### config.mk
export PLATFORM = sky130hd
export DESIGN_NAME = seek_ahead_disk_scheduler_unit
export DESIGN_NICKNAME = d
export VERILOG_FILES = /design/src/rtl/sads_pkg.sv /design/src/rtl/sads_ram.sv /design/src/rtl/sads_div.sv /design/src/rtl/sads_ctrl.sv /design/src/rtl/sads_dpath.sv /design/src/rtl/seek_ahead_disk_scheduler_unit.sv
export VERILOG_INCLUDE_DIRS = /design/src /design/src/rtl
export SDC_FILE = /design/constraint.sdc
export NUM_CORES = 1
export LEC_CHECK = 0
export ABC_AREA = 1
export BUFFER_PORTS_ARGS = -buffer_cell sky130_fd_sc_hd__buf_2
export CAP_MARGIN = 20
export CORE_ASPECT_RATIO = 1.2
export CORE_MARGIN = 8
export CORE_UTILIZATION = 25
export CTS_BUF_LIST = sky130_fd_sc_hd__clkbuf_16
export DETAILED_ROUTE_END_ITERATION = 10
export GPL_TIMING_DRIVEN = 0
export PLACE_DENSITY_LB_ADDON = 0.3
export SLEW_MARGIN = 10
export SYNTH_ARGS = -nofsm -noshare
export SYNTH_HDL_FRONTEND = slang
export SYNTH_HIERARCHICAL = 1
export SYNTH_SLANG_ARGS = --single-unit
export TNS_END_PERCENT = 50
### constraint.sdc
create_clock -name i_clk -period 10.3 [get_ports i_clk]
set_input_delay 2.06 -clock i_clk [delete_from_list [all_inputs] [get_ports i_clk]]
set_output_delay 2.06 -clock i_clk [all_outputs]
set_load 0.05 [all_outputs]
### src/rtl/seek_ahead_disk_scheduler_unit_defines.svh
// assertion macros used by the scheduler datapath
`ifndef SEEK_AHEAD_DISK_SCHEDULER_UNIT_DEFINES_SVH
`define SEEK_AHEAD_DISK_SCHEDULER_UNIT_DEFINES_SVH

// consequent must hold in the same cycle
`define SADS_ASSERT_NOW(lbl, ante, cons, msg) \
    lbl: assert property (@(posedge i_clk) disable iff (!i_rst_n) (ante) |-> (cons)) \
        else $error(msg);

// consequent must hold in the following cycle
`define SADS_ASSERT_NEXT(lbl, ante, cons, msg) \
    lbl: assert property (@(posedge i_clk) disable iff (!i_rst_n) (ante) |=> (cons)) \
        else $error(msg);

`endif

### src/rtl/sads_pkg.sv
`timescale 1ns / 1ps
package sads_pkg;

    // default sizing
    localparam int QUEUE_DEPTH_DEF = 16;
    localparam int DRIVES_DEF      = 8;

    // field widths
    localparam int BPD_W   = 13;
    localparam int RETRY_W = 4;
    localparam int MINOR_W = 4;
    localparam int BLOCK_W = 16;
    localparam int TAG_W   = 8;
    localparam int ACT_W   = 3;
    localparam int ADDR_W  = 16;
    localparam int DRV_NUM_W = 3;
    localparam int DIVR_W  = 4;

    // register reset values and constants
    localparam logic [BPD_W-1:0]   BPD_RESET   = 13'd4872;
    localparam logic [RETRY_W-1:0] RETRY_RESET = 4'd10;
    localparam logic [DIVR_W-1:0]  SECTORS     = 4'd12;
    localparam logic [MINOR_W-1:0] INTERLEAVE_BASE = 4'd7;
    localparam int                 MAX_RESULTS = 10;
    localparam logic [1:0]         FLAG_INIT   = 2'b01;
    localparam logic [1:0]         FLAG_DONE   = 2'b10;

    // divide by three: multiply by ceil(2^17/3), keep the top bits
    localparam logic [BLOCK_W-1:0] DIV3_MUL    = 16'hAAAB;
    localparam int                 DIV3_SHIFT  = 17;

    typedef enum logic [ACT_W-1:0] {
        ACT_SEEK  = 3'd0,
        ACT_START = 3'd1,
        ACT_OK    = 3'd2,
        ACT_ERR   = 3'd3,
        ACT_RESET = 3'd4
    } t_action;

    typedef enum logic [1:0] {
        TAG_ZERO  = 2'd0,
        TAG_INPUT = 2'd1,
        TAG_RAM   = 2'd2,
        TAG_ENTRY = 2'd3
    } t_tag_src;

    typedef enum logic {
        CFG_BPD   = 1'b0,
        CFG_RETRY = 1'b1
    } t_cfg_reg;

    typedef struct packed {
        logic [MINOR_W-1:0] minor;
        logic [BLOCK_W-1:0] block;
        logic [TAG_W-1:0]   tag;
    } t_entry;

    // controller to datapath
    typedef struct packed {
        logic     capture;
        logic     push;
        logic     clr_flags;
        logic     retry_inc;
        logic     set_done;
        logic     rd_head;
        logic     rd_walk;
        logic     claim_ram;
        logic     k_set1;
        logic     k_inc;
        logic     load_ent;
        logic     set_ta;
        logic     div_start;
        logic     save_r1;
        logic     latch_addr;
        logic     pop;
        logic     emit;
        t_action  act;
        t_tag_src tag_src;
        logic     flush;
    } t_cmd;

    // datapath to controller
    typedef struct packed {
        logic opcode;
        logic reject;
        logic error_bit;
        logic seek_done;
        logic ta;
        logic count_zero;
        logic retry_ok;
        logic ready;
        logic head_blocked;
        logic ram_flag_any;
        logic walk_more;
        logic div_done;
    } t_status;

endpackage

### src/rtl/sads_ram.sv
`timescale 1ns / 1ps
module sads_ram #(
    parameter int WIDTH = 28,
    parameter int DEPTH = 16
) (
    input  logic                     i_clk,
    input  logic                     i_we,
    input  logic [$clog2(DEPTH)-1:0] i_waddr,
    input  logic [WIDTH-1:0]         i_wdata,
    input  logic                     i_re,
    input  logic [$clog2(DEPTH)-1:0] i_raddr,
    output logic [WIDTH-1:0]         o_rdata
);
    logic [WIDTH-1:0] r_mem [DEPTH];
    logic [WIDTH-1:0] r_rdata;

    // one write port, one registered read port
    always_ff @(posedge i_clk) begin
        if (i_we) begin
            r_mem[i_waddr] <= i_wdata;
        end
        if (i_re) begin
            r_rdata <= r_mem[i_raddr];
        end
    end

    assign o_rdata = r_rdata;
endmodule

### src/rtl/sads_div.sv
`timescale 1ns / 1ps
module sads_div (
    input  logic                         i_clk,
    input  logic                         i_rst_n,
    input  logic                         i_start,
    input  logic [sads_pkg::BLOCK_W-1:0] i_dividend,
    input  logic [sads_pkg::DIVR_W-1:0]  i_divisor,
    output logic                         o_busy,
    output logic                         o_done,
    output logic [sads_pkg::BLOCK_W-1:0] o_quotient,
    output logic [sads_pkg::DIVR_W-1:0]  o_remainder
);
    import sads_pkg::*;

    localparam int CNT_W = $clog2(BLOCK_W + 1);

    logic [CNT_W-1:0]   r_cnt;
    logic               r_done;
    logic [BLOCK_W-1:0] r_q;
    logic [DIVR_W-1:0]  r_rem;
    logic [DIVR_W-1:0]  r_dvs;
    logic [DIVR_W:0]    w_trial;
    logic               w_fit;

    // restoring step, one quotient bit per cycle
    assign w_trial = {r_rem, r_q[BLOCK_W-1]};
    assign w_fit   = (w_trial >= {1'b0, r_dvs});

    always_ff @(posedge i_clk) begin
        if (!i_rst_n) begin
            r_cnt  <= '0;
            r_done <= 1'b0;
        end else begin
            r_done <= 1'b0;
            if (i_start) begin
                r_cnt <= CNT_W'(BLOCK_W);
            end else if (r_cnt != '0) begin
                r_cnt  <= r_cnt - 1'b1;
                r_done <= (r_cnt == CNT_W'(1));
            end
        end
    end

    // quotient shifts in as the dividend shifts out
    always_ff @(posedge i_clk) begin
        if (i_start) begin
            r_q   <= i_dividend;
            r_rem <= '0;
            r_dvs <= i_divisor;
        end else if (r_cnt != '0) begin
            r_q <= {r_q[BLOCK_W-2:0], w_fit};
            if (w_fit) begin
                r_rem <= DIVR_W'(w_trial - {1'b0, r_dvs});
            end else begin
                r_rem <= w_trial[DIVR_W-1:0];
            end
        end
    end

    assign o_busy      = (r_cnt != '0);
    assign o_done      = r_done;
    assign o_quotient  = r_q;
    assign o_remainder = r_rem;
endmodule

### src/rtl/sads_ctrl.sv
`timescale 1ns / 1ps
module sads_ctrl (
    input  logic              i_clk,
    input  logic              i_rst_n,
    input  logic              i_start,
    input  sads_pkg::t_status i_status,
    output sads_pkg::t_cmd    o_cmd,
    output logic              o_busy
);
    import sads_pkg::*;

    typedef enum logic [3:0] {
        S_IDLE, S_DEC, S_HRD, S_HFIN, S_ST, S_SCHK, S_WALK, S_WCHK,
        S_HLD, S_A0, S_A0W, S_A1W, S_EM, S_FIN
    } t_state;

    t_state  r_state, n_state;
    logic    r_busy;
    logic    r_is_head, n_is_head;
    t_action r_pop_act, n_pop_act;
    t_cmd    w_cmd;

    // next state and command decode
    always_comb begin
        n_state   = r_state;
        n_is_head = r_is_head;
        n_pop_act = r_pop_act;
        w_cmd     = '0;
        unique case (r_state)
            S_IDLE: begin
                if (i_start) begin
                    w_cmd.capture = 1'b1;
                    n_state       = S_DEC;
                end
            end
            S_DEC: begin
                if (!i_status.opcode) begin
                    if (i_status.reject) begin
                        w_cmd.emit    = 1'b1;
                        w_cmd.act     = ACT_ERR;
                        w_cmd.tag_src = TAG_INPUT;
                        n_state       = S_FIN;
                    end else begin
                        w_cmd.push = 1'b1;
                        n_state    = i_status.ta ? S_FIN : S_ST;
                    end
                end else if (i_status.error_bit) begin
                    w_cmd.emit      = 1'b1;
                    w_cmd.act       = ACT_RESET;
                    w_cmd.tag_src   = TAG_ZERO;
                    w_cmd.clr_flags = 1'b1;
                    if (i_status.count_zero) begin
                        n_state = S_FIN;
                    end else if (i_status.retry_ok) begin
                        w_cmd.retry_inc = 1'b1;
                        n_state         = S_ST;
                    end else begin
                        n_pop_act = ACT_ERR;
                        n_state   = S_HRD;
                    end
                end else if (i_status.seek_done) begin
                    w_cmd.set_done = 1'b1;
                    n_state        = i_status.ta ? S_FIN : S_ST;
                end else if (!i_status.count_zero && i_status.ta && i_status.ready) begin
                    n_pop_act = ACT_OK;
                    n_state   = S_HRD;
                end else begin
                    n_state = S_FIN;
                end
            end
            S_HRD: begin
                w_cmd.rd_head = 1'b1;
                n_state       = S_HFIN;
            end
            S_HFIN: begin
                w_cmd.pop     = 1'b1;
                w_cmd.emit    = 1'b1;
                w_cmd.act     = r_pop_act;
                w_cmd.tag_src = TAG_RAM;
                n_state       = S_ST;
            end
            S_ST: begin
                if (i_status.count_zero) begin
                    n_state = S_FIN;
                end else begin
                    w_cmd.rd_head = 1'b1;
                    n_state       = S_SCHK;
                end
            end
            S_SCHK: begin
                if (i_status.head_blocked) begin
                    n_state = S_FIN;
                end else begin
                    w_cmd.claim_ram = 1'b1;
                    w_cmd.k_set1    = 1'b1;
                    n_state         = S_WALK;
                end
            end
            S_WALK: begin
                if (i_status.walk_more) begin
                    w_cmd.rd_walk = 1'b1;
                    n_state       = S_WCHK;
                end else begin
                    w_cmd.rd_head = 1'b1;
                    n_state       = S_HLD;
                end
            end
            S_WCHK: begin
                w_cmd.k_inc = 1'b1;
                if (!i_status.ram_flag_any) begin
                    w_cmd.claim_ram = 1'b1;
                    w_cmd.load_ent  = 1'b1;
                    n_is_head       = 1'b0;
                    n_state         = S_A0;
                end else begin
                    n_state = S_WALK;
                end
            end
            S_HLD: begin
                w_cmd.load_ent = 1'b1;
                w_cmd.set_ta   = 1'b1;
                n_is_head      = 1'b1;
                n_state        = S_A0;
            end
            S_A0: begin
                w_cmd.div_start = 1'b1;
                n_state         = S_A0W;
            end
            S_A0W: begin
                if (i_status.div_done) begin
                    w_cmd.save_r1 = 1'b1;
                    n_state       = S_A1W;
                end
            end
            S_A1W: begin
                w_cmd.latch_addr = 1'b1;
                n_state          = S_EM;
            end
            S_EM: begin
                w_cmd.emit    = 1'b1;
                w_cmd.act     = r_is_head ? ACT_START : ACT_SEEK;
                w_cmd.tag_src = TAG_ENTRY;
                n_state       = r_is_head ? S_FIN : S_WALK;
            end
            S_FIN: begin
                w_cmd.flush = 1'b1;
                n_state     = S_IDLE;
            end
            default: begin
                n_state = S_IDLE;
            end
        endcase
    end

    // state and registered outputs
    always_ff @(posedge i_clk) begin
        if (!i_rst_n) begin
            r_state   <= S_IDLE;
            r_busy    <= 1'b0;
            r_is_head <= 1'b0;
            r_pop_act <= ACT_OK;
        end else begin
            r_state   <= n_state;
            r_busy    <= (n_state != S_IDLE);
            r_is_head <= n_is_head;
            r_pop_act <= n_pop_act;
        end
    end

    assign o_cmd  = w_cmd;
    assign o_busy = r_busy;
endmodule

### src/rtl/sads_dpath.sv
`timescale 1ns / 1ps
`include "seek_ahead_disk_scheduler_unit_defines.svh"
module sads_dpath #(
    parameter int QUEUE_DEPTH = sads_pkg::QUEUE_DEPTH_DEF,
    parameter int DRIVES      = sads_pkg::DRIVES_DEF
) (
    input  logic                           i_clk,
    input  logic                           i_rst_n,
    input  sads_pkg::t_cmd                 i_cmd,
    output sads_pkg::t_status              o_status,
    input  logic                           i_opcode,
    input  logic [sads_pkg::MINOR_W-1:0]   i_minor_number,
    input  logic [sads_pkg::BLOCK_W-1:0]   i_block_number,
    input  logic [sads_pkg::TAG_W-1:0]     i_request_tag,
    input  logic                           i_error_bit,
    input  logic                           i_seek_done_bit,
    input  logic [sads_pkg::DRV_NUM_W-1:0] i_seek_drive,
    input  logic                           i_drive_ready,
    input  logic                           i_cfg_valid,
    output logic                           o_cfg_ready,
    input  logic                           i_cfg_index,
    input  logic [sads_pkg::BPD_W-1:0]     i_cfg_data,
    output logic                           o_strobe,
    output logic [sads_pkg::ACT_W-1:0]     o_action,
    output logic [sads_pkg::ADDR_W-1:0]    o_disk_address,
    output logic [sads_pkg::TAG_W-1:0]     o_tag,
    output logic                           o_last
);
    import sads_pkg::*;

    localparam int QW    = $clog2(QUEUE_DEPTH);
    localparam int CW    = $clog2(QUEUE_DEPTH + 1);
    localparam int SW    = CW + 1;
    localparam int DRV_W = (DRIVES > 1) ? $clog2(DRIVES) : 1;
    localparam int ENT_W = $bits(t_entry);
    localparam int EC_W  = $clog2(MAX_RESULTS + 1);
    localparam int PROD_W = (BLOCK_W - 2) + BLOCK_W;

    // queue pointers and drive state
    logic [QW-1:0]      r_head;
    logic [CW-1:0]      r_count;
    logic [CW-1:0]      r_k;
    logic [1:0]         r_flags [DRIVES];
    logic               r_ta;
    logic [RETRY_W-1:0] r_err_cnt;
    logic [BPD_W-1:0]   r_bpd;
    logic [RETRY_W-1:0] r_retry;

    // captured request
    logic               r_in_op;
    logic [MINOR_W-1:0] r_in_minor;
    logic [BLOCK_W-1:0] r_in_block;
    logic [TAG_W-1:0]   r_in_tag;
    logic               r_in_err;
    logic               r_in_sdone;
    logic [DRV_NUM_W-1:0] r_in_sdrive;
    logic               r_in_ready;

    // address build
    t_entry             r_ent;
    logic [DRV_NUM_W-1:0] r_drive;
    logic [BLOCK_W-1:0] r_quo1;
    logic [ADDR_W-1:0]  r_addr;

    // result staging
    logic               r_pend_v;
    logic [ACT_W-1:0]   r_pend_act;
    logic [ADDR_W-1:0]  r_pend_addr;
    logic [TAG_W-1:0]   r_pend_tag;
    logic [EC_W-1:0]    r_emit_cnt;
    logic               r_out_strobe;
    logic [ACT_W-1:0]   r_out_act;
    logic [ADDR_W-1:0]  r_out_addr;
    logic [TAG_W-1:0]   r_out_tag;
    logic               r_out_last;

    t_entry             w_rd;
    logic [ENT_W-1:0]   w_rd_raw;
    logic [QW-1:0]      w_raddr;
    logic [QW-1:0]      w_waddr;
    logic [1:0]         w_rd_flag;
    logic [DRV_W-1:0]   w_rd_drv;
    logic [MINOR_W-1:0] w_in_mult;
    logic [MINOR_W-1:0] w_ent_mult;
    logic [BLOCK_W:0]   w_limit;
    logic               w_reject;
    logic [BLOCK_W-1:0] w_div_q;
    logic [DIVR_W-1:0]  w_div_r;
    logic               w_div_busy;
    logic               w_div_done;
    logic [BLOCK_W-1:0] w_div_a;
    logic [DIVR_W-1:0]  w_div_b;
    logic [PROD_W-1:0]  w_prod;
    logic [BLOCK_W-1:0] w_sec_q;
    logic [DIVR_W-1:0]  w_sec_r;
    logic [ADDR_W-1:0]  w_emit_addr;
    logic [TAG_W-1:0]   w_emit_tag;

    // ring index: base plus offset, wrapped once
    function automatic logic [QW-1:0] wrap(input logic [QW-1:0] base,
                                           input logic [CW-1:0] off);
        logic [SW-1:0] s;
        s = SW'(base) + SW'(off);
        if (s >= SW'(QUEUE_DEPTH)) begin
            s = s - SW'(QUEUE_DEPTH);
        end
        return s[QW-1:0];
    endfunction

    // request queue storage
    assign w_raddr = i_cmd.rd_head ? r_head : wrap(r_head, r_k);
    assign w_waddr = wrap(r_head, r_count);

    sads_ram #(
        .WIDTH (ENT_W),
        .DEPTH (QUEUE_DEPTH)
    ) u_queue (
        .i_clk   (i_clk),
        .i_we    (i_cmd.push),
        .i_waddr (w_waddr),
        .i_wdata ({r_in_minor, r_in_block, r_in_tag}),
        .i_re    (i_cmd.rd_head | i_cmd.rd_walk),
        .i_raddr (w_raddr),
        .o_rdata (w_rd_raw)
    );

    assign w_rd      = t_entry'(w_rd_raw);
    assign w_rd_drv  = w_rd.minor[DRV_W-1:0];
    assign w_rd_flag = r_flags[w_rd_drv];

    // admission check
    assign w_in_mult  = (r_in_minor > INTERLEAVE_BASE) ? r_in_minor - INTERLEAVE_BASE
                                                       : MINOR_W'(1);
    assign w_ent_mult = (r_ent.minor > INTERLEAVE_BASE) ? r_ent.minor - INTERLEAVE_BASE
                                                        : MINOR_W'(1);
    assign w_limit    = (BLOCK_W+1)'(r_bpd) * (BLOCK_W+1)'(w_in_mult);
    assign w_reject   = ({1'b0, r_in_block} >= w_limit)
                     || (r_count >= CW'(QUEUE_DEPTH))
                     || ({1'b0, r_in_minor[DRV_NUM_W-1:0]} >= (DRV_NUM_W+1)'(DRIVES));

    // divider: block by interleave count
    assign w_div_a = r_ent.block;
    assign w_div_b = w_ent_mult;

    sads_div u_div (
        .i_clk       (i_clk),
        .i_rst_n     (i_rst_n),
        .i_start     (i_cmd.div_start),
        .i_dividend  (w_div_a),
        .i_divisor   (w_div_b),
        .o_busy      (w_div_busy),
        .o_done      (w_div_done),
        .o_quotient  (w_div_q),
        .o_remainder (w_div_r)
    );

    // sectors: (b/4)/3 by reciprocal multiply, exact for 14-bit operands
    assign w_prod  = PROD_W'(r_quo1[BLOCK_W-1:2]) * PROD_W'(DIV3_MUL);
    assign w_sec_q = BLOCK_W'(w_prod[PROD_W-1:DIV3_SHIFT]);
    assign w_sec_r = DIVR_W'(r_quo1 - BLOCK_W'(w_sec_q * SECTORS));

    // status to controller
    always_comb begin
        o_status.opcode       = r_in_op;
        o_status.reject       = w_reject;
        o_status.error_bit    = r_in_err;
        o_status.seek_done    = r_in_sdone;
        o_status.ta           = r_ta;
        o_status.count_zero   = (r_count == '0);
        o_status.retry_ok     = ({1'b0, r_err_cnt} + 1'b1) <= {1'b0, r_retry};
        o_status.ready        = r_in_ready;
        o_status.head_blocked = w_rd_flag[0] & ~w_rd_flag[1];
        o_status.ram_flag_any = |w_rd_flag;
        o_status.walk_more    = (r_k < r_count);
        o_status.div_done     = w_div_done;
    end

    // config and queue control
    always_ff @(posedge i_clk) begin
        if (!i_rst_n) begin
            r_head    <= '0;
            r_count   <= '0;
            r_k       <= '0;
            r_ta      <= 1'b0;
            r_err_cnt <= '0;
            r_bpd     <= BPD_RESET;
            r_retry   <= RETRY_RESET;
            for (int i = 0; i < DRIVES; i++) begin
                r_flags[i] <= '0;
            end
        end else begin
            if (i_cfg_valid) begin
                unique case (t_cfg_reg'(i_cfg_index))
                    CFG_BPD:   r_bpd   <= i_cfg_data;
                    CFG_RETRY: r_retry <= i_cfg_data[RETRY_W-1:0];
                    default:   r_bpd   <= r_bpd;
                endcase
            end
            if (i_cmd.push) begin
                r_count <= r_count + 1'b1;
            end
            if (i_cmd.clr_flags) begin
                for (int i = 0; i < DRIVES; i++) begin
                    r_flags[i] <= '0;
                end
            end
            if (i_cmd.set_done && ({1'b0, r_in_sdrive} < (DRV_NUM_W+1)'(DRIVES))) begin
                r_flags[r_in_sdrive[DRV_W-1:0]] <= r_flags[r_in_sdrive[DRV_W-1:0]]
                                                   | FLAG_DONE;
            end
            if (i_cmd.retry_inc) begin
                r_err_cnt <= r_err_cnt + 1'b1;
            end
            if (i_cmd.claim_ram) begin
                r_flags[w_rd_drv] <= w_rd_flag | FLAG_INIT;
            end
            if (i_cmd.k_set1) begin
                r_k <= CW'(1);
            end else if (i_cmd.k_inc) begin
                r_k <= r_k + 1'b1;
            end
            if (i_cmd.set_ta) begin
                r_ta <= 1'b1;
            end
            if (i_cmd.pop) begin
                r_flags[w_rd_drv] <= '0;
                r_ta      <= 1'b0;
                r_err_cnt <= '0;
                r_head    <= wrap(r_head, CW'(1));
                r_count   <= r_count - 1'b1;
            end
        end
    end

    // payload registers
    always_ff @(posedge i_clk) begin
        if (i_cmd.capture) begin
            r_in_op     <= i_opcode;
            r_in_minor  <= i_minor_number;
            r_in_block  <= i_block_number;
            r_in_tag    <= i_request_tag;
            r_in_err    <= i_error_bit;
            r_in_sdone  <= i_seek_done_bit;
            r_in_sdrive <= i_seek_drive;
            r_in_ready  <= i_drive_ready;
        end
        if (i_cmd.load_ent) begin
            r_ent <= w_rd;
        end
        if (i_cmd.save_r1) begin
            r_drive <= (r_ent.minor > INTERLEAVE_BASE) ? w_div_r[DRV_NUM_W-1:0]
                                                       : r_ent.minor[DRV_NUM_W-1:0];
            r_quo1  <= w_div_q;
        end
        if (i_cmd.latch_addr) begin
            r_addr <= {r_drive, 13'd0} | ADDR_W'({w_sec_q, 4'd0}) | ADDR_W'(w_sec_r);
        end
    end

    // result fields
    assign w_emit_addr = (i_cmd.act == ACT_SEEK || i_cmd.act == ACT_START) ? r_addr : '0;
    always_comb begin
        case (i_cmd.tag_src)
            TAG_INPUT: w_emit_tag = r_in_tag;
            TAG_RAM:   w_emit_tag = w_rd.tag;
            TAG_ENTRY: w_emit_tag = r_ent.tag;
            default:   w_emit_tag = '0;
        endcase
    end

    // one result held back so the final one can carry last
    always_ff @(posedge i_clk) begin
        if (!i_rst_n) begin
            r_pend_v     <= 1'b0;
            r_emit_cnt   <= '0;
            r_out_strobe <= 1'b0;
        end else begin
            r_out_strobe <= 1'b0;
            if (i_cmd.capture) begin
                r_emit_cnt <= '0;
            end
            if (i_cmd.emit && (r_emit_cnt < EC_W'(MAX_RESULTS))) begin
                r_emit_cnt <= r_emit_cnt + 1'b1;
                r_pend_v   <= 1'b1;
                if (r_pend_v) begin
                    r_out_strobe <= 1'b1;
                end
            end
            if (i_cmd.flush && r_pend_v) begin
                r_out_strobe <= 1'b1;
                r_pend_v     <= 1'b0;
            end
        end
    end

    always_ff @(posedge i_clk) begin
        if (i_cmd.emit && (r_emit_cnt < EC_W'(MAX_RESULTS))) begin
            r_pend_act  <= i_cmd.act;
            r_pend_addr <= w_emit_addr;
            r_pend_tag  <= w_emit_tag;
            r_out_act   <= r_pend_act;
            r_out_addr  <= r_pend_addr;
            r_out_tag   <= r_pend_tag;
            r_out_last  <= 1'b0;
        end
        if (i_cmd.flush) begin
            r_out_act  <= r_pend_act;
            r_out_addr <= r_pend_addr;
            r_out_tag  <= r_pend_tag;
            r_out_last <= 1'b1;
        end
    end

    assign o_cfg_ready    = 1'b1;
    assign o_strobe       = r_out_strobe;
    assign o_action       = r_out_act;
    assign o_disk_address = r_out_addr;
    assign o_tag          = r_out_tag;
    assign o_last         = r_out_last;

    // checks
    `SADS_ASSERT_NOW(a_pop_nonempty, i_cmd.pop, r_count != '0, "pop from empty queue")
    `SADS_ASSERT_NOW(a_push_room, i_cmd.push, r_count < CW'(QUEUE_DEPTH), "push into full queue")
    `SADS_ASSERT_NOW(a_div_free, i_cmd.div_start, !w_div_busy, "divider restarted while busy")
    `SADS_ASSERT_NEXT(a_flush_empties, i_cmd.flush, !r_pend_v, "held result left after flush")
endmodule

### src/rtl/seek_ahead_disk_scheduler_unit.sv
`timescale 1ns / 1ps
// Disk request scheduler with overlapped seeks. A request or an interrupt is taken when
// start is high and busy is low; busy drops in the cycle in which the final result of
// that item is on the ports. Results appear on o_action/o_disk_address/o_tag/o_last for
// one cycle each, flagged by o_strobe, and the receiver cannot stall them; at most ten
// per item, with o_last on the final one. Each seek or start result is built by the
// one-bit-per-cycle interleave divider (one 16-step pass per disk address; the sector
// split is a reciprocal multiply), and the queue walk examines each queued request
// through the queue memory's read port, in a read state and then a check state.
// Configuration writes are always accepted (o_cfg_ready is tied high).
module seek_ahead_disk_scheduler_unit #(
    parameter int QUEUE_DEPTH = sads_pkg::QUEUE_DEPTH_DEF,
    parameter int DRIVES      = sads_pkg::DRIVES_DEF
) (
    input  logic                           i_clk,
    input  logic                           i_rst_n,
    input  logic                           start,
    output logic                           busy,
    input  logic                           i_opcode,
    input  logic [sads_pkg::MINOR_W-1:0]   i_minor_number,
    input  logic [sads_pkg::BLOCK_W-1:0]   i_block_number,
    input  logic [sads_pkg::TAG_W-1:0]     i_request_tag,
    input  logic                           i_error_bit,
    input  logic                           i_seek_done_bit,
    input  logic [sads_pkg::DRV_NUM_W-1:0] i_seek_drive,
    input  logic                           i_drive_ready,
    input  logic                           i_cfg_valid,
    output logic                           o_cfg_ready,
    input  logic                           i_cfg_index,
    input  logic [sads_pkg::BPD_W-1:0]     i_cfg_data,
    output logic                           o_strobe,
    output logic [sads_pkg::ACT_W-1:0]     o_action,
    output logic [sads_pkg::ADDR_W-1:0]    o_disk_address,
    output logic [sads_pkg::TAG_W-1:0]     o_tag,
    output logic                           o_last
);
    import sads_pkg::*;

    t_cmd    w_cmd;
    t_status w_status;

    // sequencer
    sads_ctrl u_ctrl (
        .i_clk    (i_clk),
        .i_rst_n  (i_rst_n),
        .i_start  (start),
        .i_status (w_status),
        .o_cmd    (w_cmd),
        .o_busy   (busy)
    );

    // queue, drive flags, address math, result staging
    sads_dpath #(
        .QUEUE_DEPTH (QUEUE_DEPTH),
        .DRIVES      (DRIVES)
    ) u_dpath (
        .i_clk           (i_clk),
        .i_rst_n         (i_rst_n),
        .i_cmd           (w_cmd),
        .o_status        (w_status),
        .i_opcode        (i_opcode),
        .i_minor_number  (i_minor_number),
        .i_block_number  (i_block_number),
        .i_request_tag   (i_request_tag),
        .i_error_bit     (i_error_bit),
        .i_seek_done_bit (i_seek_done_bit),
        .i_seek_drive    (i_seek_drive),
        .i_drive_ready   (i_drive_ready),
        .i_cfg_valid     (i_cfg_valid),
        .o_cfg_ready     (o_cfg_ready),
        .i_cfg_index     (i_cfg_index),
        .i_cfg_data      (i_cfg_data),
        .o_strobe        (o_strobe),
        .o_action        (o_action),
        .o_disk_address  (o_disk_address),
        .o_tag           (o_tag),
        .o_last          (o_last)
    );
endmodule
# Word-level counts from Yosys, hierarchy flattened
# Memory sizes are Yosys's and may differ from the RTL's. A register that Yosys moved wholly into a read port is not among the register bits.
# Index checks and enable logic that the tools add are counted.
dict set report totals {
  mem_bits_rw 464
  register_bits 234
  input_bits 53
  output_inout_bits 31
  memories 2
  word_cells 261
}
# name words word_bits rd rd_ports_with_merged_regs write_ports line
set memory_table {}
lappend memory_table {u_dpath.u_queue.r_mem 16 28 1 1 1 sads_ram.sv:14} ;# logic [WIDTH-1:0] r_mem [DEPTH];
lappend memory_table {u_dpath.r_flags 8 2 1 0 8 sads_dpath.sv:43} ;# logic [1:0] r_flags [DRIVES];
dict set report classes {
  multipliers 3
  magnitude_cmp 11
  eq_ne 23
  reduce_logical 32
  add_sub_neg 17
  mux 114
  n_bitwise 17
}
# op count
set op_table {}
lappend op_table {{$mux 4} 23}
lappend op_table {{$mux 16} 4}
lappend op_table {{$pmux 4 s13} 1}
lappend op_table {{$mux 1} 44}
lappend op_table {{$mux 3} 12}
lappend op_table {{$mul 14x16->30 const B} 1}
lappend op_table {{$mux 2} 15}
lappend op_table {{$eq 4x4->1 const B} 6}
lappend op_table {{$pmux 8 s3} 1}
lappend op_table {{$mux 5} 4}
lappend op_table {{$mux 6} 3}
lappend op_table {{$pmux 6 s3} 1}
lappend op_table {{$ge 16x17->1} 1}
lappend op_table {{$mul 13x4->17} 1}
lappend op_table {{$eq 4x3->1 const B} 4}
lappend op_table {{$mux 8} 2}
lappend op_table {{$or 16x16->16} 1}
lappend op_table {{$or 16x4->16} 1}
lappend op_table {{$reduce_bool 2->1} 7}
lappend op_table {{$reduce_or 2->1} 7}
lappend op_table {{$mul 13x2->2 const B} 1}
lappend op_table {{$add 4x5->6} 2}
lappend op_table {{$ge 6x5->1 const B} 2}
lappend op_table {{$sub 4x1->4 const B} 3}
lappend op_table {{37 further kinds} 70}

# Longest topological paths before layout
# Gate-level depths: netlist of run 1.
dict set report depth {
  word_depth 15
  ltp_mapped 42
  mapped_depth_nobuf 41
}

# Hierarchy
# The synthesis of run 1 kept the hierarchy.
# mod area_each_um2 n_inst seq_area_each_um2 cells_each
set by_module_without_submodules {}
lappend by_module_without_submodules {sads_ram 20063.0 1 14293.7 1858}
lappend by_module_without_submodules {sads_dpath 13729.4 1 5825.6 1397}
lappend by_module_without_submodules {sads_div 1421.4 1 800.8 154}
lappend by_module_without_submodules {sads_ctrl 733.2 1 140.1 143}

# Worst setup path before layout of run 1
# No wires, ideal clock.
dict set report synth_timing {
  path_type {reg-to-reg}
  from {register u_dpath.r_in_minor[3]}
  to {memory u_dpath.u_queue.r_mem[12][0] (enable)}
  synth_period_minus_slack_ns 6.856
  setup_ns 0.413
  path_stages_with_launch 35
  t_arrival_ns 6.443
  path_slack_ns 3.444
  path_cell_list {edfxtp_1 > nand2_1 > inv_1 > nand3_1 > clkbuf_1 > nor2_1 > fa_1 > inv_1 > fa_1 > inv_1 > ha_1 > a21oi_1 > o21ai_2 > nand2_1 > nand2_1 > nand2_1 > nand2_2 > nand2_2 > nand2_1 > xnor2_1 > ha_1 > a21oi_1 > nor2_1 > a211oi_1 > nand2_1 > nand2_1 > nand2_1 > nand2_1 > nand2_1 > nand2_1 > nand2_1 > buf_4 > nor3_1 > nand3_1 > nor2_1}
}
# item line
set synth_rtl {}
lappend synth_rtl {{start, declared} sads_dpath.sv:51} ;# logic [MINOR_W-1:0] r_in_minor;
lappend synth_rtl {{start signal, assigned} sads_dpath.sv:239} ;# r_in_minor <= i_minor_number;
lappend synth_rtl {{end, declared} sads_ram.sv:14}

==> results_dict.tcl, run 1 <==
set metrics [dict create \
    status "complete, no violations" \
    cp_data_arrival_time_ps 8890 \
    clock_skew_ps 37.3 \
    power_mw 8.82 \
    crit_family "simple AND/OR/NAND/NOR gates" \
    busiest_layer "met2" \
    grt_pass1_wl_mm 148 \
    clockBufferDepth 3 \
    ys_warn_count 6 \
    power.density_nw_per_um2 210 \
    cts_num_sinks 724 \
    synth_area_leaders "edfxtp_1 55%, nand2_1 9.8%, inv_1 6.5%, ha_1 5.6%, nand3_1 5.6%" \
    dr.pass1.iters 6 \
    hold_viol_final 0 \
    cp-start-kind "register" \
    synth_cell_types 57 \
    port_buffers 82 \
    worstPathRequired_ps 10680 \
    yosysTopAreaCell "edfxtp_1" \
    antenna_found_initial 5 \
    post-route-min-period_ps 8510 \
    syn-cell-area_sq_um 35900 \
    endpoint_kind "register" \
    crit_slowest_cell "edfxtp_1" \
    dp_hpwl_mm 71.8 \
    cp_common_cell "nand2_1" \
    worstSetupPathType "register to register" \
    ant_nets 0 \
    layout-drive-gt1-share 0.0968 \
    core_area_sq_um 143000 \
    cts_resized 0 \
    drc 0 \
    critPathMaxStageDelay_ps 910 \
    grtUsageMet1 0.145 \
    critical_path_buf_inv_count 6 \
    cts.clk_slew.worst_paths_ps 60 \
    synth-edff-count 656 \
    ys_top_cells_by_count "940 x nand2_1, 656 x edfxtp_1, 625 x inv_1, 404 x nand3_1, 178 x nor2_1" \
    grt_util_met3 0.0222 \
    track_usage 0.125 \
    fin_nets 4034 \
    clock_latency_ps 690 \
    pin_count 84 \
    cts_root_buf "clkbuf_16" \
    async_flop_share 0 \
    hp-class "register to register" \
    dieArea_sq_um 156000 \
    ctsHtreeMaxLevel 3 \
    via_count 24500 \
    tns_ps 0 \
    gr-total-overflow 0 \
    start_util 0.252 \
    setup_viol 0 \
    ys_ff_latch 724 \
    drv_slew 0 \
    synth.most_common_cell "nand2_1" \
    via_per_inst 4.28 \
    grt_max_degree 29 \
    grt_use_met2 0.232 \
    rsz0062_at_grt "no" \
    ir_worst_vdd_uv 129 \
    gp_congestion 0.808 \
    cp_max_fo 19 \
    syn-num-nets 3848 \
    fmax_mhz 117 \
    cts_buffers 82 \
    min_period_over_period 0.826 \
    totalWireLength_mm 99.3 \
    routedWlPerCell_um 17.3 \
    final_util 0.295 \
    syn_area_per_cell_sq_um 10.1 \
    ctsHoldBuffers 0 \
    yosys.area.top_type_share 0.548 \
    synthCells 3552 \
    grt_pass1_vias 24300 \
    ys_seq_area_frac 0.586 \
    post_cts_buffers 0 \
    die_w_um 362 \
    relSlewSlack 0.328 \
    tightest_slew_ps 1000 \
    syn_to_final_growth_pct 17.1 \
    maxCapViolations 0 \
    placementRows 152 \
    synth_ff_type "edfxtp_1" \
    cts_tree "built" \
    die_h_um 431 \
    drt_iter0_markers 1784 \
    leakage_nw 18.0 \
]
report_power, final:
group / internal, mW / switching, mW / total (mW)
logic: 0.564 / 1.32 / 1.88
clock network: 1.67 / 1.24 / 2.90
registers: 3.74 / 0.302 / 4.04
total: 5.97 / 2.85 / 8.82
registers in the layout, indices dropped and copies added, names as in the netlist, 5 cells and up:
register	cells
u_dpath/r_in_tag	8
u_dpath/r_pend_addr	16
u_dpath/r_k	5
u_dpath/r_addr	16
u_dpath/r_count	5
u_dpath/r_flags	16
u_dpath/r_in_block	16
u_dpath/u_queue/r_mem	448
u_dpath/o_tag	8
u_dpath/r_bpd	13
u_dpath/w_div_a	16
u_dpath/u_queue/o_rdata	28
u_dpath/o_disk_address	16
u_dpath/u_div/o_quotient	16
u_dpath/r_quo1	16
u_dpath/r_pend_tag	8
u_dpath/r_ent	12
u_dpath/u_div/r_cnt	5
cells by family after synthesis:
logic type,after synthesis,share of synthesized area
XOR/XNOR,38,0.00926
adder cells (fa/ha/maj),243,0.101
AND/OR/NAND/NOR,1597,0.188
buffers and inverters,752,0.0839
other,1,0.000104
multiplexers,2,0.000592
flip-flops,724,0.586
AO/OA/AOI/OAI,195,0.0313
worst register-to-register path: cells and delay by family (launching register included):
| family | cells | cell delay, ps |
|---|---|---|
| compound gates | 3 | 490 |
| simple gates | 20 | 3770 |
| flops | 1 | 910 |
| xor+xnor | 1 | 160 |
| buf+inv | 6 | 970 |
| fa+ha+maj | 4 | 1880 |
per-stage QoR:
step                area (sq um)  setup WS, ps  instances  hold WS [ps]
floorplan                  35900          3440       3552           400
global placement           38800         0.574       5559           402
detailed placement         39400          1650       5579           405
CTS                        42100          1630       5726           402
global route               42100          1250       5726           416
finish                     42100          1790       5727           403
path summary, 6_finish.rpt:
kind | start | endpoint | slack (ps) | cells after the start
setup / recovery | u_dpath/r_in_minor[3]$_DFFE_PP_ | u_dpath/u_queue/r_mem[7][3]$_DFFE_PP_ | 1790 | 34
hold / removal | u_dpath/r_quo1[1]$_DFFE_PP_ | u_dpath/r_addr[1]$_DFFE_PP_ | 400 | 0
setup reg to reg | u_dpath/r_in_minor[3]$_DFFE_PP_ | u_dpath/u_queue/r_mem[7][3]$_DFFE_PP_ | 1790 | 34
hold reg to reg | u_dpath/r_quo1[1]$_DFFE_PP_ | u_dpath/r_addr[1]$_DFFE_PP_ | 400 | 0
placed cells by master (no fill, tap or decap), drive strengths merged, types with 3 or more instances in the layout:
cell type / n
nand2: 955
inv: 658
edfxtp: 656
nand3: 407
buf: 198
nor2: 189
ha: 162
clkbuf: 104
a21oi: 81
fa: 81
dfxtp: 68
o21ai: 65
clkinv: 34
xor2: 22
xnor2: 16
nor3: 15
nand4: 14
o211ai: 12
bufinv: 7
nand3b: 7
a31oi: 6
o21bai: 6
a21o: 5
a211oi: 5
o21a: 4
or2: 4
o31ai: 3
nor4: 3
area by class of cell:
cell class | count | area (sq um)
diodes | 1 | 2.50
plain buffers | 116 | 627
repair buffers | 102 | 903
inverters | 636 | 2390
clock inverters | 63 | 591
flip-flops and latches | 724 | 21100
fillers | 14800 | 101000
well taps | 1925 | 2410
multi-input cells | 2076 | 12000
clock buffers | 84 | 2100
metal layers:
| metal | up-vias | part of all wire |
|---|---|---|
| met5 | - | 0.00013 |
| met4 | 2 | 0.027 |
| met3 | 155 | 0.050 |
| met2 | 612 | 0.52 |
| met1 | 11800 | 0.40 |
| li1 | 11900 | - |
No activity file was read; power rests on OpenSTA's default activity.
==> run 2, diff against run 1 <==
ABC_AREA = 0   (was 1)
clock period = 6.95 ns   (was 10.3 ns; I/O delays follow)
==> run 2 against run 1 <==
Compared with the run above: worst hold slack better by 12 ps; clock power is 39% higher; sequential share of layout area grew 3.2 points; first-iteration DRC count down 42%; register-to-register slack worse by 1500 ps; total power is 42% higher; critical path type unchanged; largest power group unchanged; highest routed layer is now met4.
==> results_dict.tcl, run 2 <==
set metrics [dict create \
    cts_tree "built" \
    cp_data_arrival_time_ps 6960 \
    post-route-min-period_ps 6610 \
    gr-total-overflow 0 \
    regMostFlops "u_dpath/u_queue/r_mem" \
    layout-drive-gt1-share 0.205 \
    worstPathRequired_ps 7300 \
    drc 0 \
    grt_pass1_vias 19100 \
    routedWlPerCell_um 18.8 \
    cts.clk_slew.worst_paths_ps 60 \
    grt_max_degree 29 \
    syn_to_final_growth_pct 19.0 \
    wirelength_met1_mm 32.9 \
    core_area_sq_um 132000 \
    drv_slew 0 \
    route.met2.wl_mm 39.5 \
    hp-class "register to register" \
    design_area_sq_um 39500 \
    synthCells 2090 \
    ant_nets 0 \
    async_flop_share 0 \
    cts_root_buf "clkbuf_16" \
    regToRegSetupSlack_ps 340 \
    highest_layer "met4" \
    gp_congestion 0.782 \
    track_usage 0.106 \
    synth_area_leaders "edfxtp_1 59%, mux4_2 6.8%, ha_1 6.1%, fa_1 4.9%, dfxtp_1 4.1%" \
    antenna_found_initial 3 \
    worst_hold_startpoint "u_dpath/r_pend_addr[7]$_SDFFCE_PN0P_" \
    die_w_um 349 \
    via_per_inst 4.30 \
    start_util 0.252 \
    grt_pass1_wl_mm 118 \
    power.density_nw_per_um2 317 \
    synth_ff_type "edfxtp_1" \
    ys_seq_area_frac 0.634 \
    final_common_cell "edfxtp_1" \
    ys_top_cells_by_count "656 x edfxtp_1, 162 x ha_1, 155 x inv_1, 130 x nand2_1, 101 x mux4_2" \
    clock_latency_ps 640 \
    cp-start-kind "register" \
    maxCapViolations 0 \
    synthSimpleGateAreaFrac 0.0639 \
    fin_nets 2615 \
    ir_worst_vdd_uv 173 \
    setup_viol 0 \
    synth-edff-count 656 \
    hold_viol_final 0 \
    power_mw 12.5 \
    syn-cell-area_sq_um 33200 \
    fmax_mhz 151 \
    relSlewSlack 0.225 \
    worstSetupPathType "register to register" \
    synth_cell_types 82 \
    ys_warn_count 6 \
    totalWireLength_mm 78.1 \
    placementRows 146 \
    final_cell_mix "656 x edfxtp_1, 177 x inv_1, 161 x ha_1, 128 x nand2_1, 101 x mux4_2" \
    crit_slowest_cell "fa_1" \
    critPathMaxStageDelay_ps 530 \
    port_buffers 82 \
    r2r_cells 28 \
    largest_reg_flops 448 \
    dp_hpwl_mm 54.9 \
    synth_fa_ha_area_frac 0.110 \
    synth_compound_area_frac 0.0513 \
    cts_buffers 81 \
    syn_area_per_cell_sq_um 15.9 \
    drt_iter0_markers 1035 \
    met3_length_mm 3.59 \
    fillers 13200 \
    tns_ps 0 \
    syn-num-nets 2386 \
    leakage_nw 14.1 \
    dr.pass1.iters 5 \
    yosysTopAreaCell "edfxtp_1" \
    rr_endpoint "u_dpath/u_queue/r_mem[0][17]$_DFFE_PP_" \
    die_h_um 415 \
    whs_ps 415 \
    cts_num_sinks 724 \
    place_area_sq_um 36500 \
    endpoint_kind "register" \
    via_count 17900 \
    clock_skew_ps 32.6 \
    yosys.area.top_type_share 0.593 \
    min_period_over_period 0.952 \
    synth_mux_area_frac 0.0935 \
    ctsHtreeMaxLevel 3 \
    holdPathEnd "u_dpath/o_disk_address[7]$_DFFE_PP_" \
    status "complete, no violations" \
    hold_depth 0 \
    pin_count 84 \
    clockBufferDepth 3 \
    tightest_slew_ps 1160 \
    dieArea_sq_um 145000 \
    ys_ff_latch 724 \
    cp_max_fo 10 \
    synth_top_family_by_area "adder cells" \
    synth-xor-area-share 0.0153 \
    r2r-start "u_dpath/r_in_minor[0]$_DFFE_PP_" \
    synth.most_common_cell "edfxtp_1" \
]
==> run 2: cell types whose count changed after synthesis, sizes merged, moves of 26 or more <==
cell,before,now
a21oi,81,55
and2,1,45
buf,96,36
nand3,407,35
mux2,1,29
mux4,0,116
inv,633,158
a22oi,0,57
nor2,189,84
nand2,955,130
==> run 2: final cells by class <==
cell class / count / area (sq um) / area share
diodes: 3 / 7.51 / 0.000190
plain buffers: 78 / 493 / 0.0125
clock buffers: 83 / 2080 / 0.0525
clock inverters: 65 / 439 / 0.0111
inverters: 158 / 593 / 0.0150
multi-input cells: 1129 / 11300 / 0.286
flip-flops and latches: 724 / 21100 / 0.533
well taps: 1776 / 2220 / 0.0562
repair buffers: 147 / 1330 / 0.0335
==> run 2: repair_timing <==
action | CTS | global route
gates resized for setup | 17 | 17
pin swaps | 16 | 5
buffers inserted | 27 | 11
hold buffers | 0 | 0
setup endpoints to repair | 539 | 522
cloned | 0 | 0
==> run 2: cells by family after synthesis <==
logic type	Yosys count
XOR/XNOR	58
adder cells (fa/ha/maj)	243
buffers and inverters	237
other	1
AND/OR/NAND/NOR	424
flip-flops	724
multiplexers	156
AO/OA/AOI/OAI	247
==> run 2: critical path, delay by kind of cell (launching register included) <==
kind,cells,cell delay [ps]
buffers and inverters,7,940
and+or+nand+nor,6,1260
adders and majority gates,5,1820
AOI/OAI and AO/OA,8,1510
DFF,1,480
xor gates and xnor gates,2,310
==> run 2: per-stage QoR <==
step / worst slack [ps] / cells / utilization
floorplan: -413 / 2090 / -
global placement: -3750 / 3948 / 0.272
detailed placement: -2010 / 3975 / 0.277
CTS: 2.69 / 4149 / 0.299
global route: -3.72 / 4160 / 0.300
finish: 335 / 4163 / 0.300
==> run 2: per-layer routing <==
layer | global-route usage | up-vias
met1 | 0.130 | 9027
met3 | 0.0199 | 133
met4 | 0.0339 | 0
met2 | 0.187 | 385
li1 | - | 8354
met5 | 0 | -
==> run 2: worst max path at each step <==
stage / end / cells after the start / startpoint / slack [ps]
after floorplan: u_dpath/u_queue/r_mem[1][0]$_DFFE_PP_ / 26 / u_dpath/r_in_minor[3]$_DFFE_PP_ / -410
after global placement: u_dpath/u_queue/r_mem[15][13]$_DFFE_PP_ / 26 / u_dpath/r_in_minor[3]$_DFFE_PP_ / -3750
after detailed placement: u_dpath/u_queue/r_mem[0][10]$_DFFE_PP_ / 28 / u_dpath/r_in_minor[3]$_DFFE_PP_ / -2010
after CTS: u_dpath/u_queue/r_mem[0][0]$_DFFE_PP_ / 29 / u_dpath/r_in_minor[0]$_DFFE_PP_ / 3
after global routing: u_dpath/u_queue/r_mem[0][16]$_DFFE_PP_ / 29 / u_dpath/r_in_minor[0]$_DFFE_PP_ / -4
final: u_dpath/u_queue/r_mem[0][17]$_DFFE_PP_ / 28 / u_dpath/r_in_minor[0]$_DFFE_PP_ / 340
==> run 2: power by group <==
group          internal (mW)  switching [mW]
logic                   1.00            1.57
clock network           2.29            1.75
registers               5.54           0.378
==> run 3, diff against run 2 <==
RECOVER_POWER = 25   (was not set)
==> run 3 against run 2 <==
Compared with the run above: utilization about the same; count of clock-buffer cells in the layout unchanged; fmax hardly changed; register-to-register slack is essentially flat; via count is essentially flat; critical path depth stayed put; flip-flop and latch count unchanged.
==> results_dict.tcl, run 3 (synthesis results as in run 2) <==
set metrics [dict create \
    final.setup.worst_slack_ps 331 \
    fin_nets 2615 \
    fillers 13200 \
    multiInputGateArea_sq_um 11300 \
    cts_root_buf "clkbuf_16" \
    final_util 0.300 \
    clock_latency_ps 640 \
    regMostFlops "u_dpath/u_queue/r_mem" \
    track_usage 0.106 \
    endpoint_kind "register" \
    gp_congestion 0.782 \
    start_util 0.252 \
    cp_max_fo 10 \
    grt_pass1_wl_mm 118 \
    final_common_cell "edfxtp_1" \
    setup_viol 0 \
    ctsHoldBuffers 0 \
    layout-drive-gt1-share 0.203 \
    die_w_um 349 \
    ctsHtreeMaxLevel 3 \
    r2r_cells 28 \
    cp_data_arrival_time_ps 6970 \
    cts_tree "built" \
    tightest_slew_ps 1170 \
    final_cell_mix "656 x edfxtp_1, 177 x inv_1, 161 x ha_1, 128 x nand2_1, 101 x mux4_2" \
    post-route-min-period_ps 6620 \
    routedWlPerCell_um 18.8 \
    min_period_over_period 0.952 \
    placementRows 146 \
    largest_reg_flops 448 \
    critPathMaxStageDelay_ps 530 \
    grt_max_degree 29 \
    core_area_sq_um 132000 \
    worstSetupPathType "register to register" \
    maxCapViolations 0 \
    worst_hold_startpoint "u_dpath/r_pend_addr[7]$_SDFFCE_PN0P_" \
    via_count 17900 \
    port_buffers 82 \
    ant_nets 0 \
    rr_endpoint "u_dpath/u_queue/r_mem[0][17]$_DFFE_PP_" \
    dieArea_sq_um 145000 \
    setup.worst_path.start "u_dpath/r_in_minor[0]$_DFFE_PP_" \
    dr.pass1.iters 5 \
    leakage_nw 14.1 \
    hold_depth 0 \
    via_per_inst 4.30 \
    gr-total-overflow 0 \
    crit_slowest_cell "fa_1" \
    r2r-start "u_dpath/r_in_minor[0]$_DFFE_PP_" \
    cts_num_sinks 724 \
    post-place-ws_ps -2010 \
    clock_skew_ps 32.6 \
    holdPathEnd "u_dpath/o_disk_address[7]$_DFFE_PP_" \
    worstPathRequired_ps 7300 \
    die_h_um 415 \
    drt_iter0_markers 1026 \
    drc 0 \
    cts_buffers 81 \
    power.density_nw_per_um2 317 \
    hold_viol_final 0 \
    grt_pass1_vias 19100 \
    status "complete, no violations" \
    antenna_found_initial 3 \
    regToRegSetupSlack_ps 330 \
    tns_ps 0 \
    ir_worst_vdd_uv 173 \
    relSlewSlack 0.220 \
    hp-class "register to register" \
    fmax_mhz 151 \
    pin_count 84 \
    cp-start-kind "register" \
    cts.clk_slew.worst_paths_ps 60 \
    clockBufferDepth 3 \
    seq_area_sq_um 21100 \
    totalWireLength_mm 78.1 \
    syn_to_final_growth_pct 19.0 \
    drv_slew 0 \
    dp_hpwl_mm 54.9 \
]
## run 3: changes by cell type in the layout (fill, tap and decap cells not counted), sizes merged
cell,change
buf,-3
clkbuf,+3
## run 3: what timing repair did
| action | 4_1_cts | 5_1_grt |
|---|---|---|
| pin swaps | 16 | 5 |
| resized for setup | 17 | 17 |
| setup buffers | 27 | 11 |
| cloned | 0 | 0 |
| setup endpoints to repair | 539 | 522 |
## run 3: area by class of cell
cell class,count,area share
inverter,158,0.0150
antenna,3,0.000190
clock inverter,65,0.0111
timing repair buffer,147,0.0333
clock buffer,83,0.0525
multi-input combinational,1129,0.286
tap,1776,0.0562
buffer,78,0.0125
sequential,724,0.533
## run 3: power breakdown
group	switching (mW)	internal [mW]	total (mW)
clock	1.75	2.29	4.04
combinational	1.57	1.00	2.57
sequential	0.377	5.54	5.91
## run 3: how the worst max path moves through the flow
stage	endpoint	slack, ps	cells past startpoint
final	u_dpath/u_queue/r_mem[0][17]$_DFFE_PP_	330	28
after global routing	u_dpath/u_queue/r_mem[0][16]$_DFFE_PP_	-3	29
after CTS	u_dpath/u_queue/r_mem[0][0]$_DFFE_PP_	3	29
after detailed placement	u_dpath/u_queue/r_mem[0][10]$_DFFE_PP_	-2010	28
after global placement	u_dpath/u_queue/r_mem[15][13]$_DFFE_PP_	-3750	26
after floorplan	u_dpath/u_queue/r_mem[1][0]$_DFFE_PP_	-410	26
## run 3: worst max-delay path: cells and delay by family, from the launching register on
family	cells	cell delay (ps)
AO/OA/AOI/OAI	8	1500
XOR/XNOR	2	310
adder cells (fa/ha/maj)	5	1830
buffers and inverters	7	930
flip-flops	1	480
AND/OR/NAND/NOR	6	1260
## run 3: per-stage QoR
step / instance area [sq um] / total power, mW / hold slack, ps / std cells
final: 39500 / 12.5 / 415 / 4163
after global placement: 35900 / 8.50 / 403 / 3948
after floorplan: 33300 / 7.64 / 400 / 2090
after CTS: 39400 / 12.7 / 417 / 4149
after detailed placement: 36500 / 8.57 / 405 / 3975
after global routing: 39500 / 13.2 / 426 / 4160
## run 3: layer usage
metal | track usage | routed length, um | vias to the layer above | share of wire
li1 | - | - | 8360 | -
met1 | 0.130 | 33000 | 9014 | 0.42
met2 | 0.187 | 39500 | 390 | 0.51
met3 | 0.0199 | 3530 | 130 | 0.045
met4 | 0.0339 | 2120 | 0 | 0.027
met5 | 0 | 0 | - | 0
